==> src/sv/cehist_pkg.sv <==
`timescale 1ns / 1ps
// ----------------------------------------------------------------------------
// cehist_pkg
// Shared types and constants of the cylindrical energy histogram: field
// widths, command and result codes, register indexes, controller states and
// the command/status bundles between controller and datapath.
// ----------------------------------------------------------------------------
package cehist_pkg;

   // field widths
   localparam int POS_W     = 20;  // magnitude bits of a position / radius / depth
   localparam int CFG_W     = 20;  // widest configuration register
   localparam int BINS_W    = 7;
   localparam int CMD_W     = 2;
   localparam int SEL_W     = 12;
   localparam int EN_W      = 32;
   localparam int VAL_W     = 48;
   localparam int EVT_W     = 32;
   localparam int STAT_W    = 2;
   localparam int CSR_IDX_W = 2;

   localparam logic [EVT_W-1:0] EVT_MAX = '1;

   // floor(x/5) as (x * ZB_MUL) >> ZB_SHIFT, exact for x < 2^21
   localparam logic [21:0] ZB_MUL   = 22'd3355444;
   localparam int          ZB_SHIFT = 24;
   // floor(x/5) as (x * ND_MUL) >> ND_SHIFT, exact for x < 1024
   localparam int          ND_MUL   = 205;
   localparam int          ND_SHIFT = 10;

   // register reset values
   localparam logic [CFG_W-1:0]  RADIUS_RST = 20'd10240;
   localparam logic [CFG_W-1:0]  DEPTH_RST  = 20'd20480;
   localparam logic [BINS_W-1:0] BINS_RST   = 7'd32;

   // register indexes
   localparam logic [CSR_IDX_W-1:0] CSR_RADIUS = 2'd0;
   localparam logic [CSR_IDX_W-1:0] CSR_DEPTH  = 2'd1;
   localparam logic [CSR_IDX_W-1:0] CSR_R_BINS = 2'd2;
   localparam logic [CSR_IDX_W-1:0] CSR_Z_BINS = 2'd3;

   // result codes
   localparam logic [STAT_W-1:0] STAT_DONE   = 2'd0;
   localparam logic [STAT_W-1:0] STAT_RANGE  = 2'd1;
   localparam logic [STAT_W-1:0] STAT_BADBIN = 2'd2;

   typedef enum logic [CMD_W-1:0] {
      CMD_DEPOSIT = 2'd0,
      CMD_READ    = 2'd1,
      CMD_MERGE   = 2'd2,
      CMD_EVENTS  = 2'd3
   } op_type;

   typedef enum logic [3:0] {
      ST_CLEAR,
      ST_IDLE,
      ST_DECODE,
      ST_SCALE,
      ST_RSTART,
      ST_RWAIT,
      ST_ZSET,
      ST_ZSTART,
      ST_ZWAIT,
      ST_FLAT,
      ST_READ,
      ST_UPDATE,
      ST_FINISH
   } state_type;

   // controller -> datapath
   typedef struct packed {
      logic clear;      // write zero at the sweep address, advance it
      logic load;       // capture the request
      logic square;     // square position and radius, load bin index
      logic load_r;     // load divider operands for the radius bin
      logic load_z;     // keep radius bin, load operands for the depth bin
      logic div_start;  // launch the divider
      logic make_flat;  // form the flat bin index
      logic ram_read;   // read the selected bin
      logic update;     // saturating add, write back
      logic out_load;   // fill the result register
   } cmd_type;

   // datapath -> controller
   typedef struct packed {
      op_type code;
      logic   pos_ok;
      logic   sel_ok;
      logic   div_done;
      logic   clear_last;
      logic   out_free;
   } status_type;

endpackage

==> src/sv/cehist_ctrl.sv <==
`timescale 1ns / 1ps
// ----------------------------------------------------------------------------
// cehist_ctrl
// Sequencer of the histogram: clearing sweep after reset, then one request at
// a time through decode, two divisions, read-modify-write and result load.
// ----------------------------------------------------------------------------
module cehist_ctrl import cehist_pkg::*; (
   input  logic       clock,
   input  logic       reset,
   input  logic       req_valid,
   input  status_type st,
   output cmd_type    cmd,
   output logic       req_stall
);

   state_type state_ff, state_in;

   always_ff @(posedge clock) begin
      if (reset) begin
         state_ff <= ST_CLEAR;
      end else begin
         state_ff <= state_in;
      end
   end

   always_comb begin
      state_in = state_ff;
      case (state_ff)
         ST_CLEAR:  if (st.clear_last) state_in = ST_IDLE;
         ST_IDLE:   if (req_valid) state_in = ST_DECODE;
         ST_DECODE: begin
            case (st.code)
               CMD_DEPOSIT:         state_in = st.pos_ok ? ST_SCALE : ST_FINISH;
               CMD_READ, CMD_MERGE: state_in = st.sel_ok ? ST_READ : ST_FINISH;
               default:             state_in = ST_FINISH;
            endcase
         end
         ST_SCALE:  state_in = ST_RSTART;
         ST_RSTART: state_in = ST_RWAIT;
         ST_RWAIT:  if (st.div_done) state_in = ST_ZSET;
         ST_ZSET:   state_in = ST_ZSTART;
         ST_ZSTART: state_in = ST_ZWAIT;
         ST_ZWAIT:  if (st.div_done) state_in = ST_FLAT;
         ST_FLAT:   state_in = ST_READ;
         ST_READ:   state_in = ST_UPDATE;
         ST_UPDATE: state_in = ST_FINISH;
         ST_FINISH: if (st.out_free) state_in = ST_IDLE;
         default:   state_in = ST_CLEAR;
      endcase
   end

   always_comb begin
      cmd       = '0;
      req_stall = 1'b1;
      case (state_ff)
         ST_CLEAR:  cmd.clear = 1'b1;
         ST_IDLE: begin
            req_stall = 1'b0;
            cmd.load  = req_valid;
         end
         ST_DECODE: cmd.square    = 1'b1;
         ST_SCALE:  cmd.load_r    = 1'b1;
         ST_RSTART: cmd.div_start = 1'b1;
         ST_ZSET:   cmd.load_z    = 1'b1;
         ST_ZSTART: cmd.div_start = 1'b1;
         ST_FLAT:   cmd.make_flat = 1'b1;
         ST_READ:   cmd.ram_read  = 1'b1;
         ST_UPDATE: cmd.update    = 1'b1;
         ST_FINISH: cmd.out_load  = st.out_free;
         default: ;
      endcase
   end

`ifndef SYNTH
   a_update_after_read : assert property (@(posedge clock) disable iff (reset)
      (state_ff == ST_UPDATE) |-> ($past(state_ff) == ST_READ))
      else $error("bin update without a preceding read");
`endif

endmodule
==> config.mk <==
export PLATFORM = sky130hd
export DESIGN_NAME = cehist_ctrl
export DESIGN_NICKNAME = d
export VERILOG_FILES = /design/src/sv/cehist_pkg.sv /design/src/sv/cehist_ctrl.sv
export SDC_FILE = /design/constraint.sdc
export NUM_CORES = 1
export LEC_CHECK = 0
export BUFFER_PORTS_ARGS = -buffer_cell sky130_fd_sc_hd__buf_2
export CORE_UTILIZATION = 29
export DETAILED_ROUTE_END_ITERATION = 7
export SLEW_MARGIN = 30
export SYNTH_ARGS = -nofsm -noshare
export SYNTH_HDL_FRONTEND = slang
export SYNTH_SLANG_ARGS = --single-unit
==> constraint.sdc <==
create_clock -name clock -period 1.3 [get_ports clock]
set_input_delay 0.065 -clock clock [delete_from_list [all_inputs] [get_ports clock]]
set_output_delay 0.065 -clock clock [all_outputs]
set_load 0.01 [all_outputs]
Word level (Yosys, flattened, before mapping)
Index checks and enable logic that the tools add are counted.

Bits in registers: 4. Bits of input ports: 10. Output and inout bits: 11. Word-level logic and storage cells: 45.

Eq/ne operators: 19. Muxes and demuxes: 20. Reduce and logical (&&, ||, !) cells: 5.

Operators by type and width (count): case mux 4 bit (13 select lines) (1); 2-to-1 mux 4 bit (6); equality test 4 bit (second input constant) (5); equality test 4 x 3 -> 1 bit (second input constant) (4); 2-to-1 mux 1 bit (11); inequality test 2 bit (second input constant) (5); equality test 4 x 2 -> 1 bit (second input constant) (2); case mux 4 bit (2 select lines) (1); AND reduction 5 bit (1); equality test 4 x 1 -> 1 bit (second input constant) (1); zero test 4 bit (1); OR reduction 2 bit (2); 2-to-1 mux 3 bit (1); equality test 2 x 1 -> 1 bit (second input constant) (1); equality test 2 bit (second input constant) (1); zero test 2 bit (1).

Longest topological paths before layout
Gate-level depths: netlist (run 1).

Word-level depth: 4. Mapped depth: 6. Mapped depth without buffers: 6.

Worst setup path before layout (run 1)
OpenSTA, ideal clock, no wires.

Path type: register to register. Start: register state_ff[2]. End: register state_ff[2]. Library setup time: 71 ps. Data arrival time: 1180 ps. Required time: 1229 ps. Path slack: 49 ps. Stages on the path, launching flop included: 6. Path buffers: 1. Clock period less this slack: 1251 ps. Path through: dfxtp_1 -> buf_6 -> nand2b_1 -> nor3_1 -> a221oi_1 -> o2bb2ai_1.

Longest elaborated chain between the ends: 3. Elaborated cells on any way between the ends: 20. Those cells by class: 17 x eq/ne; 1 x mux; 2 x reduce/logical.

RTL lines: from (decl) (RTL line cehist_ctrl.sv:16) `state_type state_ff, state_in;`; from (signal assigned) (RTL line cehist_ctrl.sv:22) `state_ff <= state_in;`; equality test 4 x 3 -> 1 bit (tied with other cells) (RTL line cehist_ctrl.sv:28) `case (state_ff)`; inequality test 2 bit (no source line); AND reduction 5 bit (no source line).

Parallel ways exist; a longest one is shown, timed or not. A chain may end at the register's enable or synchronous reset.

==> results by group, run 1 <==
Run status
  – Status: complete, no violations

Routing
  – Detail Route Antenna Nets: 0
  – Vias/cell: 5.28
  – Initial DRT Pass Iterations: 4
  – DR WL/cell: 12.6 microns
  – Drt drc: 0
  – Via count: 623
  – Violation count after the first detailed-routing iteration: 7
  – WL final: 1490 microns

Pwr
  – Overall Power: 0.00121 W
  – Power Density: 1440 nW/um^2
  – Max IR drop VDD: 0.953 mV
  – Leakage: 0.405 nW

STA
  – Setup TNS: 0 ns
  – Slew @ Worst Pin: 0.236 ns
  – Final slew viol count: 0
  – Final worst path period share: 99.4%
  – Rel. slew slack: 84.2%
  – Achievable Freq: 0.774 GHz
  – Hold Fails Final Rpt: 0
  – PnR worst setup slack: 0.00743 ns
  – Final setup skew: 0.00200 ns
  – Final min period: 1.29 ns
  – RSZ-0062 raised after global routing: true
  – Setup violators final: 0

Placed design
  – HPWL Detailed: 946 microns
  – Pre-CTS setup slack: -0.0593 ns
  – Port buffer count: 20
  – GPL Wtd Cong: 0.760
  – Placed cells: 108

Clock tree
  – Root Driver: clkbuf_4
  – Total CTS buffers: 3
  – Sink Count: 4
  – Clk slew on worst S/H paths: 0.04 ns
  – Deepest clock path buffer count: 2
  – CTS tree: built
  – Worst-Skew Late Latency: 0.23 ns
  – CTS HTree Levels: 1
  – CTS hold repair buffers: 0

Floorplan
  – IO Pins: 21
  – Die area: 1870 sq um
  – Initial Utilization: 32.0%
  – Die Ht: 43.2 microns
  – Core area: 1540 sq um
  – Die Span X: 43.2 microns
  – Num rows: 14

Synthesis
  – Area contributors post-synth: dfxtp_1, o2bb2ai_1, nor3_1, nand2_1, nor2_1
  – Synth cell types: 32
  – #FFs+latches synth: 4
  – Synth Flop Type: dfxtp_1
  – Post-Syn Instances: 68
  – Number of enable flip-flop cells after synthesis: 0
  – Share of the synthesized area in the top cell type: 16.2%
  – Syn_nets: 80
  – Yosys warnings: 0
  – Fraction of registers with async set/reset: 0%
  – Yosys top cell by area: dfxtp_1
  – Mean Syn Cell Area: 7.25 sq um
  – Top cells by count, synth: nand2_1, nor2_1, nor3_1
  – Mapped Area: 493 sq um
  – Post-synthesis sequential area ratio: 16.2%

Global routing
  – First-pass GRT wire length: 1900 microns
  – Met1 usage: 17.0%
  – GRT Util Overall: 13.4%
  – Number of global-route vias before repair: 480
  – GR peak layer: met2
  – Initial antenna violation count: 0
  – Met3 usage in global routing: 1.70%
  – Gr ovfl total: 0
  – Largest net degree at the start of global routing: 13
  – M2 GR Usage: 21.8%

Hold path
  – Worst hold path stage count: 3
  – Min-delay worst type: in -> reg

Cells and area
  – Number of flip-flops under the largest register name: 4
  – Top reg by flops: state_ff
  – N_diodes: 0
  – Ratio of cells with drive above 1 in the final layout: 60.8%
  – Finished Layout Cells: 118
  – Fillers: 139
  – Final-stage net count: 116
  – Post-layout util: 54.3%
  – Top flop regs: state_ff: 4 flops
  – Area added between synthesis and finish: 69.8%

Critical path
  – Data required, critical path: 1.24 ns
  – Startpoint types: flop
  – Critical Path Fanout Max: 6
  – Crit end category: output port
  – Critical path data arrival time: 1.23 ns
  – Reg2Reg Depth: 6
  – Critical path type: reg -> out

Flow run
  – Max-cap viol count: 0
## layer usage
metal | share of wire [%] | wire [microns]
met5 | 0 | 0
met4 | 0.47 | 7
met3 | 2.8 | 42
met2 | 55 | 811
met1 | 42 | 625
## worst max-delay path, stage by stage (launching register included)
cell and delay [ns]:
dfxtp_4 0.36, buf_4 0.15, or2_4 0.26, nor2_2 0.10, buf_2 0.13
## cell type report
| class | instances | area [sq um] | area share [%] |
|---|---|---|---|
| Timing Repair Buffer | 36 | 239 | 28.6 |
| Multi-Input combinational cell | 55 | 445 | 53.2 |
| Inverter | 4 | 17.5 | 2.09 |
| Tap cell | 16 | 20.0 | 2.39 |
| Clock buffer | 3 | 22.5 | 2.69 |
| Sequential cell | 4 | 92.6 | 11.1 |
## through the flow
step,area (sq um),hold WS (ns)
global placement,649,0.364
finish,837,0.155
global route,837,0.161
CTS,688,0.121
floorplan,493,0.232
detailed placement,649,0.372
## what timing repair did
action,in CTS,in global routing
endpoints found under the setup margin,12,9
endpoints found under the hold margin,0,0
pin swaps,0,9
gates resized for setup,9,28
setup buffers,0,7
gates cloned,0,0
## power by group
part,internal [W],total (W),switching (W)
clock,0.000103,0.000148,0.0000455
combinational,0.000426,0.000841,0.000415
sequential,0.000164,0.000216,0.0000514
## cells by family after synthesis
| logic type | Yosys count | share of synthesized area [%] |
|---|---|---|
| adder cells (fa/ha/maj) | 2 | 5.08 |
| AND/OR/NAND/NOR | 34 | 39.1 |
| AO/OA/AOI/OAI | 19 | 30.2 |
| buffers and inverters | 9 | 9.39 |
| flip-flops | 4 | 16.2 |
## layout by cell type (no fill, tap or decap), types with 2 or more instances in the layout
cell | synthesis | layout
and3b_1 | 2 | 2
buf_2 | 4 | 20
buf_4 | 0 | 12
buf_6 | 1 | 3
clkbuf_4 | 0 | 3
dfxtp_4 | 0 | 3
ha_1 | 2 | 2
inv_1 | 4 | 3
nand2_1 | 7 | 6
nor2_1 | 7 | 6
nor2b_1 | 3 | 2
nor3_1 | 6 | 2
nor3_2 | 0 | 4
o21ai_1 | 0 | 2
o2bb2ai_1 | 4 | 3
## final timing paths
check,from,end,slack (ns)
max,state_ff[2],cmd[9],0.007
min,reset,state_ff[0],0.16
max reg2reg,state_ff[1],state_ff[2],0.007
min reg2reg,state_ff[1],state_ff[1],0.64
Power figures use the tool's default switching activity.
==> run 2, diff against run 1 <==
- HOLD_SLACK_MARGIN: default -> 0.08
- clock period: 1.3 -> 1.4 ns (I/O delays scaled with it)
==> run 2 against run 1 <==
Flip-flop and latch count did not move; final cell count fell by 9.3%; global-route usage rose by 0.15 points; sequential share of layout area rose by 1.8 points; largest cell class unchanged; cell area fell by 22%; register-to-register slack improved by 0.12 ns; hold slack got worse by 0.016 ns; critical path type unchanged; largest power group unchanged.
==> results by group, run 2 (same netlist as run 1, synthesis figures left out) <==
Run status
  – Status: complete, no violations

Critical path
  – R2r endpoint: state_ff[3]
  – Slowest cell delay on critical path: 0.35 ns (about the same)
  – Critical path type: reg -> out
  – Startpoint types: flop
  – Critical Path Fanout Max: 9 (+3)
  – Critical path data arrival time: 1.24 ns (about the same)
  – Crit Reg-Reg Startpoint: state_ff[2]
  – Worst path slowest cell: dfxtp_2
  – Worst R2R Setup Slack: 0.13 ns (+0.12 ns)
  – Critical path cell sequence: buf_4 -> inv_1 -> nand2_1 -> nor3_2 -> buf_2
  – Crit end category: output port
  – Data required, critical path: 1.33 ns (+0.09 ns)
  – Reg2Reg Depth: 4 (-2)

Pwr
  – Power Density: 1270 nW/um^2 (-12%)
  – Overall Power: 0.000824 W (-32%)
  – Leakage: 0.315 nW (-22%)
  – Max IR drop VDD: 0.667 mV (-30%)

Clock tree
  – Sink Count: 4 (unchanged)
  – Clk slew on worst S/H paths: 0.04 ns (about the same)
  – Post-cts resize count: 2 (-7)
  – Deepest clock path buffer count: 2 (unchanged)
  – CTS hold repair buffers: 0 (unchanged)
  – Setup Fix Bufs, Post-CTS: 0 (unchanged)
  – Total CTS buffers: 3 (unchanged)
  – Root Driver: clkbuf_4
  – Worst-Skew Late Latency: 0.23 ns (about the same)
  – CTS HTree Levels: 1 (unchanged)
  – CTS tree: built

STA
  – Final setup skew: 0.00272 ns (+0.000717 ns)
  – Final slew viol count: 0 (unchanged)
  – PnR worst setup slack: 0.0859 ns (+0.0784 ns)
  – Hold Fails Final Rpt: 0 (unchanged)
  – Hold_ws: 0.140 ns (-0.0156 ns)
  – Setup violators final: 0 (unchanged)
  – Rel. slew slack: 82.2% (-2.0 points)
  – Achievable Freq: 0.761 GHz
  – Slew @ Worst Pin: 0.265 ns (+0.0298 ns)
  – Final worst path period share: 93.9%
  – RSZ-0062 raised after global routing: false
  – Setup TNS: 0 ns (unchanged)
  – Final min period: 1.31 ns

Placed design
  – Port buffer count: 20 (unchanged)
  – HPWL Detailed: 899 microns (-5.0%)
  – GPL Wtd Cong: 0.787 (+3.5%)
  – Pre-CTS setup slack: 0.0222 ns (+0.0816 ns)

Floorplan
  – Initial Utilization: 32.0% (unchanged)
  – Num rows: 14 (unchanged)
  – Core area: 1540 sq um (unchanged)
  – Die Span X: 43.2 microns (unchanged)
  – Die Ht: 43.2 microns (unchanged)
  – Die area: 1870 sq um (unchanged)
  – IO Pins: 21 (unchanged)

Routing
  – Detail Route Antenna Nets: 0 (unchanged)
  – Via count: 559 (-10%)
  – Violation count after the first detailed-routing iteration: 17 (+10)
  – Vias/cell: 5.22 (-1.0%)
  – DR WL/cell: 10.8 microns (-14%)
  – Initial DRT Pass Iterations: 4 (unchanged)
  – WL final: 1150 microns (-22%)
  – Drt drc: 0 (unchanged)

Global routing
  – GRT Util Overall: 13.6% (+0.15 points)
  – Number of global-route vias before repair: 489 (+1.9%)
  – First-pass GRT wire length: 2000 microns (+5.1%)
  – GR peak layer: met2
  – Met3 usage in global routing: 2.13% (+0.43 points)
  – Gr ovfl total: 0 (unchanged)
  – Met1 usage: 19.7% (+2.7 points)
  – Initial antenna violation count: 0 (unchanged)
  – M2 GR Usage: 19.7% (-2.1 points)
  – Largest net degree at the start of global routing: 14 (+1)

Hold path
  – Min-delay worst type: in -> reg
  – Min-delay src: reset
  – Worst hold path stage count: 3 (unchanged)
  – Worst Hold Endpoint: state_ff[0]

Cells and area
  – Top reg by flops: state_ff
  – N_diodes: 0 (unchanged)
  – Fillers: 170 (+22%)
  – Number of flip-flops under the largest register name: 4 (unchanged)
  – Reg area: 83.8 sq um (-9.5%)
  – Multi-input gate area: 372 sq um (-17%)
  – Ratio of cells with drive above 1 in the final layout: 39.6% (-21 points)
  – Top flop regs: state_ff: 4 flops
  – Area added between synthesis and finish: 32.0%
  – Final-stage net count: 105 (-9.5%)
  – Post-layout util: 42.2% (-12 points)
  – Commonest non-fill, non-tap cell in the layout: buf_2
  – Most frequent cells in the layout: buf_2, nand2_1, nor2_1

Flow run
  – Max-cap viol count: 0 (unchanged)
==> run 2: changes by cell type in the layout (fill, tap and decap cells not counted), sizes merged <==
cell,change
buf,-11
==> run 2: worst max path at each step <==
stage | slack, ns | endpoint | from
after floorplan | 0.15 | state_ff[2] | state_ff[2]
after global placement | 0.03 | state_ff[1] | state_ff[2]
after detailed placement | 0.02 | state_ff[2] | state_ff[2]
after CTS | 0.04 | cmd[4] | state_ff[3]
after global routing | 0.007 | cmd[6] | state_ff[1]
final | 0.09 | cmd[0] | state_ff[0]
==> run 2: power by group <==
part	switching (W)	total [W]	internal [W]
Clock	0.0000400	0.000135	0.0000954
Sequential	0.0000431	0.000189	0.000146
Combinational	0.000278	0.000499	0.000221
==> run 2: final cells by class <==
type / instances / area share (%)
clock buffer: 3 / 3.46
tap: 16 / 3.08
timing repair buffer: 25 / 21.2
inverter: 4 / 2.31
sequential: 4 / 12.9
multi-input combinational: 55 / 57.1
==> run 2: stage by stage <==
step                      cell area, sq um  instances
after floorplan                        493         68
after global placement                 619        104
after detailed placement               619        104
after CTS                              644        107
after global routing                   651        107
final                                  651        107
==> run 2: critical path, delay by kind of cell (launching register included) <==
family	cells	cell delay (ns)
simple gates	2	0.24
flops	1	0.35
buf+inv	3	0.42
==> run 2: routing by layer <==
layer  up-vias  part of all wire [%]
met5         -                     0
met4         0                     0
met3         0                   3.6
met2        11                    45
met1       255                    52
li1        293                     -
==> run 3, diff against run 2 <==
- REMOVE_ABC_BUFFERS: default -> 1
==> run 3 against run 2 <==
Largest cell class unchanged; critical endpoint is now cmd[6]; clock-buffer cell count did not move; die area did not move; largest power group unchanged; critical path type unchanged; register-to-register slack worse by 0.02 ns; non-clock buffer count grew 4; cell area increased by 7.5%; clock skew fell by 0.0014 ns.
==> results by group, run 3 (same netlist as run 1, synthesis figures left out) <==
STA
  – Final slew viol count: 0 (unchanged)
  – Final setup skew: 0.00132 ns (-0.00139 ns)
  – Setup violators final: 0 (unchanged)
  – Rel. slew slack: 82.4% (+0.24 points)
  – Setup TNS: 0 ns (unchanged)
  – RSZ-0062 raised after global routing: false
  – Achievable Freq: 0.753 GHz (-1.1%)
  – Hold Fails Final Rpt: 0 (unchanged)
  – Final worst path period share: 94.9% (+1.0 points)
  – Final min period: 1.33 ns (+0.0141 ns)
  – PnR worst setup slack: 0.0717 ns (-0.0141 ns)
  – Slew @ Worst Pin: 0.264 ns (-0.00181 ns)

Pwr
  – Part of the power in registers: 23.4% (+0.4 points)
  – Max IR drop VDD: 0.600 mV (-10%)
  – Part of the power in combinational logic: 60.9% (+0.3 points)
  – Int Pwr: 0.000512 W (+11%)
  – Leakage: 0.341 nW (+8.2%)
  – Sw frac: 43.1% (-0.80 points)
  – Switching power: 0.000387 W (+7.1%)
  – Clock power frac: 15.8% (-0.6 points)
  – Power Density: 1290 nW/um^2 (+1.5%)

Routing
  – Detail Route Antenna Nets: 0 (unchanged)
  – Initial DRT Pass Iterations: 2 (-2)
  – Via count: 567 (+1.4%)
  – WL final: 1250 microns (+8.6%)
  – Violation count after the first detailed-routing iteration: 9 (-8)
  – Vias/cell: 5.11 (-2.2%)
  – Drt drc: 0 (unchanged)
  – DR WL/cell: 11.3 microns (+4.7%)

Cells and area
  – Reg area: 88.8 sq um (+6.0%)
  – Ratio of cells with drive above 1 in the final layout: 45.3% (+5.7 points)
  – Commonest non-fill, non-tap cell in the layout: buf_2
  – Fillers: 163 (-4.1%)
  – Area added between synthesis and finish: 41.9%
  – Top reg by flops: state_ff
  – Most frequent cells in the layout: buf_2, buf_4, nand2_1, nor2_1, nor3_1
  – N_diodes: 0 (unchanged)
  – Final-stage net count: 109 (+3.8%)
  – Top flop regs: state_ff: 4 flops
  – Multi-input gate area: 382 sq um (+2.7%)
  – Number of flip-flops under the largest register name: 4 (unchanged)

Hold path
  – Min-delay worst type: in -> reg

Placed design
  – HPWL Detailed: 960 microns (+6.8%)
  – Pre-CTS setup slack: 0.0347 ns (+0.0125 ns)
  – Port buffer count: 20 (unchanged)
  – GPL Wtd Cong: 0.742 (-5.7%)

Critical path
  – Critical path type: reg -> out
  – Worst path slowest cell: dfxtp_1
  – Critical path cell sequence: buf_6 -> nand2b_1 -> buf_4 -> nor3_1 -> buf_2
  – Reg2Reg Depth: 5 (+1)
  – Data required, critical path: 1.33 ns (about the same)
  – CP endpoint: cmd[6]
  – Critical Path Fanout Max: 10 (+1)
  – Crit end category: output port
  – CP startpoint: state_ff[1]
  – R2r endpoint: state_ff[0]
  – Startpoint types: flop
  – Critical path data arrival time: 1.26 ns (+0.02 ns)
  – Slowest cell delay on critical path: 0.36 ns (about the same)
  – Crit Reg-Reg Startpoint: state_ff[2]
  – Worst R2R Setup Slack: 0.11 ns (-0.02 ns)

Flow run
  – Max-cap viol count: 0 (unchanged)

Clock tree
  – CTS hold repair buffers: 0 (unchanged)
  – Sink Count: 4 (unchanged)
  – Deepest clock path buffer count: 2 (unchanged)
  – Worst-Skew Late Latency: 0.23 ns (about the same)
  – Clk slew on worst S/H paths: 0.04 ns (about the same)
  – Total CTS buffers: 3 (unchanged)
  – CTS HTree Levels: 1 (unchanged)
  – Root Driver: clkbuf_4
  – CTS tree: built

Floorplan
  – Die area: 1870 sq um (unchanged)
  – Die Span X: 43.2 microns (unchanged)
  – Num rows: 14 (unchanged)
  – IO Pins: 21 (unchanged)
  – Initial Utilization: 32.0% (unchanged)
  – Die Ht: 43.2 microns (unchanged)
  – Core area: 1540 sq um (unchanged)

Run status
  – Status: complete, no violations

Global routing
  – Number of global-route vias before repair: 453 (-7.4%)
  – First-pass GRT wire length: 1820 microns (-9.0%)
  – Largest net degree at the start of global routing: 12 (-2)
  – Initial antenna violation count: 0 (unchanged)
  – GRT Util Overall: 12.8% (-0.77 points)
  – Gr ovfl total: 0 (unchanged)
run 3: changes by cell type in the layout (fill, tap and decap cells not counted), sizes merged:
cell | previous run | this run
buf | 25 | 29
run 3: cell type report:
type	count	share of cell area (%)
multi-input cells	55	54.6
repair buffers	29	24.5
flip-flops and latches	4	12.7
clock buffers	3	3.22
well taps	16	2.86
inverters	4	2.15
run 3: how the worst min path moves through the flow:
stage          start          end  slack [ns]  cells after the start
5_1_grt        reset  state_ff[0]        0.13                      3
3_3_place_gp   reset  state_ff[2]        0.37                      3
4_1_cts        reset  state_ff[2]        0.12                      3
6_report       reset  state_ff[0]        0.13                      3
2_1_floorplan  st[0]       cmd[0]        0.24                      2
3_5_place_dp   reset  state_ff[0]        0.37                      3
run 3: metrics by stage:
stage / cells / hold slack (ns) / util, % / power (W) / instance area [sq um]
2_1_floorplan: 63 / 0.243 / - / 0.000492 / 462
3_3_place_gp: 107 / 0.372 / 41.6 / 0.000707 / 642
3_5_place_dp: 107 / 0.371 / 41.6 / 0.000709 / 642
4_1_cts: 110 / 0.121 / 43.4 / 0.000864 / 669
5_1_grt: 111 / 0.129 / 45.4 / 0.000967 / 699
6_report: 111 / 0.125 / 45.4 / 0.000899 / 699
run 3: repair_timing:
action,in CTS,in global routing
endpoints found under the setup margin,3,8
resized for setup,4,8
setup buffers,0,1
gates cloned,0,0
run 3: routing by layer:
metal,wire (microns),GRT usage [%]
met5,0,0
met4,0,3.64
met1,598,16.2
met2,623,20.9
met3,31,3.83
run 3: critical path, delay by kind of cell, from the launching register on:
| kind | cells | cell delay [ns] |
|---|---|---|
| buf+inv | 3 | 0.46 |
| flops | 1 | 0.36 |
| simple gates | 2 | 0.19 |
run 3: power by group through the flow:
stage | Combinational [W] | Sequential, W | Clock (W)
2_1_floorplan | 0.000284 | 0.000208 | 0
3_3_place_gp | 0.000511 | 0.000196 | 0
5_1_grt | 0.000593 | 0.000216 | 0.000158
6_report | 0.000547 | 0.000210 | 0.000142
3_5_place_dp | 0.000510 | 0.000199 | 0
4_1_cts | 0.000514 | 0.000200 | 0.000150
